[src/sv/ppd_pkg.sv]
package ppd_pkg;

  localparam int MAX_LEN_DEF = 1024;
  localparam int SYM_W       = 8;
  localparam int OUT_W       = 11;

  typedef enum logic [2:0] {
    ST_IDLE,
    ST_TRIAGE,
    ST_LOOKUP,
    ST_COMPARE,
    ST_CHECK,
    ST_DIVIDE,
    ST_EMIT
  } state_t;

  // Commands from the controller to the datapath.
  typedef struct packed {
    logic take;
    logic first;
    logic write_sym;
    logic read;
    logic follow;
    logic extend;
    logic div_start;
    logic emit;
  } cmd_t;

  // Status from the datapath to the controller.
  typedef struct packed {
    logic full;
    logic first;
    logic mismatch;
    logic candidate;
    logic div_done;
    logic divisible;
    logic out_busy;
  } status_t;

endpackage

[src/sv/ppd_ctrl.sv]
module ppd_ctrl (
  input  logic             clk,
  input  logic             rst_n,
  input  logic             in_valid,
  output logic             in_ready,
  input  ppd_pkg::status_t st,
  output ppd_pkg::cmd_t    cmd
);

  ppd_pkg::state_t state_r, state_nxt;

  always_ff @(posedge clk) begin
    if (!rst_n) begin
      state_r <= ppd_pkg::ST_IDLE;
    end else begin
      state_r <= state_nxt;
    end
  end

  always_comb begin
    state_nxt = state_r;
    unique case (state_r)
      ppd_pkg::ST_IDLE: begin
        if (in_valid) state_nxt = ppd_pkg::ST_TRIAGE;
      end
      ppd_pkg::ST_TRIAGE: begin
        priority if (st.full) state_nxt = ppd_pkg::ST_IDLE;
        else if (st.first)    state_nxt = ppd_pkg::ST_IDLE;
        else                  state_nxt = ppd_pkg::ST_COMPARE;
      end
      ppd_pkg::ST_LOOKUP: state_nxt = ppd_pkg::ST_COMPARE;
      ppd_pkg::ST_COMPARE: begin
        if (st.mismatch) state_nxt = ppd_pkg::ST_LOOKUP;
        else             state_nxt = ppd_pkg::ST_CHECK;
      end
      ppd_pkg::ST_CHECK: begin
        if (st.candidate) state_nxt = ppd_pkg::ST_DIVIDE;
        else              state_nxt = ppd_pkg::ST_IDLE;
      end
      ppd_pkg::ST_DIVIDE: begin
        if (st.div_done) begin
          if (st.divisible) state_nxt = ppd_pkg::ST_EMIT;
          else              state_nxt = ppd_pkg::ST_IDLE;
        end
      end
      ppd_pkg::ST_EMIT: begin
        if (!st.out_busy) state_nxt = ppd_pkg::ST_IDLE;
      end
      default: state_nxt = ppd_pkg::ST_IDLE;
    endcase
  end

  always_comb begin
    cmd      = '0;
    in_ready = 1'b0;
    unique case (state_r)
      ppd_pkg::ST_IDLE: begin
        in_ready = 1'b1;
        cmd.take = in_valid;
      end
      ppd_pkg::ST_TRIAGE: begin
        if (!st.full) begin
          if (st.first) begin
            cmd.first = 1'b1;
          end else begin
            cmd.write_sym = 1'b1;
            cmd.read      = 1'b1;
          end
        end
      end
      ppd_pkg::ST_LOOKUP:  cmd.read = 1'b1;
      ppd_pkg::ST_COMPARE: begin
        if (st.mismatch) cmd.follow = 1'b1;
        else             cmd.extend = 1'b1;
      end
      ppd_pkg::ST_CHECK:  cmd.div_start = st.candidate;
      ppd_pkg::ST_DIVIDE: ;
      ppd_pkg::ST_EMIT:   cmd.emit = !st.out_busy;
      default: ;
    endcase
  end

endmodule

[config.mk]
export PLATFORM = sky130hd
export DESIGN_NAME = ppd_ctrl
export DESIGN_NICKNAME = d
export VERILOG_FILES = /design/src/sv/ppd_pkg.sv /design/src/sv/ppd_ctrl.sv
export SDC_FILE = /design/constraint.sdc
export NUM_CORES = 1
export LEC_CHECK = 0
export BUFFER_PORTS_ARGS = -buffer_cell sky130_fd_sc_hd__buf_2
export CAP_MARGIN = 20
export CORE_AREA = 4 4 41 43
export CTS_CLUSTER_SIZE = 30
export DETAILED_ROUTE_END_ITERATION = 6
export DIE_AREA = 0 0 45 47
export SKIP_CTS_REPAIR_TIMING = 1
export SLEW_MARGIN = 20
export SYNTH_ARGS = -nofsm -noshare
export SYNTH_HDL_FRONTEND = slang
export SYNTH_SLANG_ARGS = --single-unit
[constraint.sdc]
create_clock -name clk -period 3.65 [get_ports clk]
set_clock_uncertainty 0.1 [all_clocks]
set_input_delay 0.1825 -clock clk [delete_from_list [all_inputs] [get_ports clk]]
set_output_delay 0.1825 -clock clk [all_outputs]
set_load 0.005 [all_outputs]
==> results by stage <==
Status:
- The run finished with clean final reports.

Clock network:
- Clock tree synthesis inserted a total of 3 buffers.
- TritonCTS built the clock tree.
- The buffer levels on the longest clock path is 2.
- The clock latency of the later-clocked register in the worst-skew pair is 230 ps.
- CTS saw 3 sinks.
- The cell chosen for the clock root is clkbuf_4.
- The post-CTS clock slew at the launch and capture registers of the worst setup and hold paths is 40 ps.
- The maximum level of the CTS H-tree is 1.

Drt:
- After detailed routing, the number of vias per cell comes to 4.79.
- The number of nets still failing antenna checks after routing is 0.
- The post-detailed-route DRC marker count is 0.
- Summing over every cut layer, the via total after detailed routing is 340.
- The total routed wirelength is 794 µm.
- Before antenna repair, the detailed router went through 2 iterations.
- After detailed routing, the average wire length per cell comes to 11.2 µm.
- The count of routing violations after the opening detailed-route iteration is 5.

Placed design:
- Buffers placed on the I/O ports in this run total 18.
- The HPWL after detailed placement is 601 µm.
- At the end of routability-driven placement, the weighted congestion stood at 0.798.

Timing:
- Measured against its own limit, the worst slew margin works out to 71.4%.
- The worst path in the final design needs a cycle of 1880 ps, including I/O delays and setup.
- The final-report hold violation count is 0.
- The final count of negative-setup-slack endpoints is 0.
- For the final routed database, the setup TNS stands at 0 ps.
- At the pin with the least slew margin, the transition time is 428 ps.
- The total count of max-transition violations in the final report was 0.
- The ratio of final minimum period to clock period is 51.5%.
- Derived from the worst setup path, the maximum achievable clock frequency is 0.532 GHz.
- Setup repair after global routing left no endpoint under its margin.

Yosys:
- The synthesized netlist contains 28 unique library cells.
- The post-synthesis instance area is 330 µm².
- Of all cell types, the one taking the most synthesized area is dfxtp_1.
- The register bit count reported by yosys is 3.
- The fraction of the yosys area taken by sequential cells is 18.2%.
- The mean cell area of the mapped netlist is 8.93 µm².
- In the post-synthesis netlist, the biggest area contributors are dfxtp_1 18%, nor4bb_4 7.6%, buf_4 6.8%, a21oi_4 4.9%, or4b_4 4.2%.
- Counting every net in the synthesized netlist gives 47.
- The count of mapped cells out of synthesis is 37.
- The number of warnings printed during yosys synthesis is 0.
- The fraction of post-synthesis cell area in the top cell type by area is 18.2%.

Finish:
- At the end of the flow the core is filled with cells to 34.0%.
- Counting flops per register, the top entry is state_r.
- Cells with a size suffix above 1 make up 51.8% of the layout.
- The library cells used most frequently in the layout, excluding fill and tap cells, are 18 x buf_2, 3 x clkbuf_4, 3 x dfxtp_1.
- The area growth from synthesis to layout is 34.1%.
- The largest registers in the layout are state_r (3).
- The number of nets in the finished design is 67.
- The number of diodes is 0.
- The register with the most flip-flops in the layout has 3 of them.
- The most common cell after layout, fill and taps aside is buf_2.

Die:
- For this design the top-level I/O count stands at 19.
- Measured along the x axis, the die boundary spans 45 µm.
- The starting density of the core is 25.4%.
- The floorplan core area is 0.00130 mm².
- The die outline height is 47 µm.
- The floorplan has 13 rows.
- The die covers 0.00212 mm².

Power:
- The worst vdd rail ir drop is 0.0917 mV.
- The total power is 0.127 mW.
- The static leakage power is 0.204 nW.
- For this design the ratio of total power to cell area is 286 mW/mm².

Global route:
- The first-pass GRT wire length is 1350 µm.
- The overall global routing resource usage is 8.69%.
- The pin count of the biggest net entering global routing is 13.
- The number of global-route vias before repair is 332.
- The global route total overflow is 0.
- The initial antenna violation count is 0.

Setup path:
- The worst register-to-register path has a setup slack of 2000 ps.
- The worst flop-to-flop path startpoint is state_r[0]$_SDFFE_PN0P_.
- At the worst endpoint, the required time is 3370 ps.
- The largest fanout on the critical path is 11.
- The endpoint kind of the worst setup timing path is an output pin.
- The endpoint identified for the worst register-to-register timing path is state_r[0]$_SDFFE_PN0P_.
- The class of the most critical setup path is flip-flop to output pin.
- The length in cells of the worst reg-to-reg path is 4.
- At the worst endpoint, the arrival time is 1600 ps.
- The worst setup path is launched from a flip-flop.

Worst hold path:
- The count of cells along the worst hold path is 3.
- In this run the most critical hold path is launched from rst_n.
- The class of the tightest hold or removal check is input pin to flip-flop.
- For hold timing, the worst endpoint is state_r[1]$_SDFFE_PN0P_.

Flow run:
- The reported max-cap violation count is 0.
==> routing by layer <==
| metal | up-vias | global-route usage (%) | part of all wire [%] |
|---|---|---|---|
| met1 | 145 | 10.2 | 43 |
| met2 | 15 | 14.1 | 45 |
| li1 | 178 | - | - |
| met5 | - | 0 | 0 |
| met4 | 0 | 5.26 | 1.6 |
| met3 | 2 | 2.30 | 9.6 |
==> synth_stat cells <==
library cell  count
nor4bb_4          1
nand2b_2          1
nor2b_2           1
o22ai_1           1
and2b_2           1
nor2b_1           2
o21ai_1           1
nand3_1           2
a21oi_2           1
and2_1            1
nand2b_1          1
nor3_2            1
inv_1             1
nand2_1           2
a311o_1           1
nand4b_1          1
and4bb_1          1
dfxtp_1           3
or4b_4            1
o311ai_1          1
a31oi_1           1
buf_4             3
a21oi_4           1
nor4bb_1          1
a21oi_1           1
a22o_1            1
and3_1            2
nor2_1            2
==> cell families after synthesis <==
kind of cell | synth area share [%]
AOI/OAI and AO/OA | 22.7
and+or+nand+nor | 51.1
buffers and inverters | 7.95
DFF | 18.2
==> cell type report <==
type,count,area [µm²]
clock buffer,4,26.3
fill,157,858
inverter,1,3.75
multi-input combinational,30,244
sequential,3,60.1
tap,15,18.8
timing repair buffer,18,90.1
==> stage by stage <==
step           std cells  worst slack, ps  area [µm²]  hold WS, ps
3_5_place_dp          67             2000         417          363
5_1_grt               71             1690         443          147
4_1_cts               71             1760         443          116
2_1_floorplan         37             2250         330          234
6_report              71             1770         443          122
3_3_place_gp          67             1990         417          364
==> critical path, cell delays in order, from the launching register on <==
cell and delay [ps]:
dfxtp_1 540, or4b_4 530, a21oi_4 160, buf_2 140
==> worst max-delay path by stage <==
stage	startpoint	end	slack (ps)	cells after the start
floorplan	state_r[1]$_SDFFE_PN0P_	state_r[0]$_SDFFE_PN0P_	2250	4
global placement	state_r[0]$_SDFFE_PN0P_	state_r[0]$_SDFFE_PN0P_	1990	4
detailed placement	state_r[0]$_SDFFE_PN0P_	state_r[0]$_SDFFE_PN0P_	2000	4
CTS	state_r[0]$_SDFFE_PN0P_	cmd[4]	1760	3
global route	state_r[0]$_SDFFE_PN0P_	cmd[4]	1690	3
finish	state_r[0]$_SDFFE_PN0P_	cmd[4]	1770	3
==> report_power, final <==
part | internal (mW) | switching, mW | total, mW
combinational | 0.0162 | 0.0117 | 0.0279
sequential | 0.0345 | 0.00481 | 0.0394
clock | 0.0410 | 0.0184 | 0.0595
total | 0.0918 | 0.0350 | 0.127
Note: power is estimated with default switching activity, not from simulation.
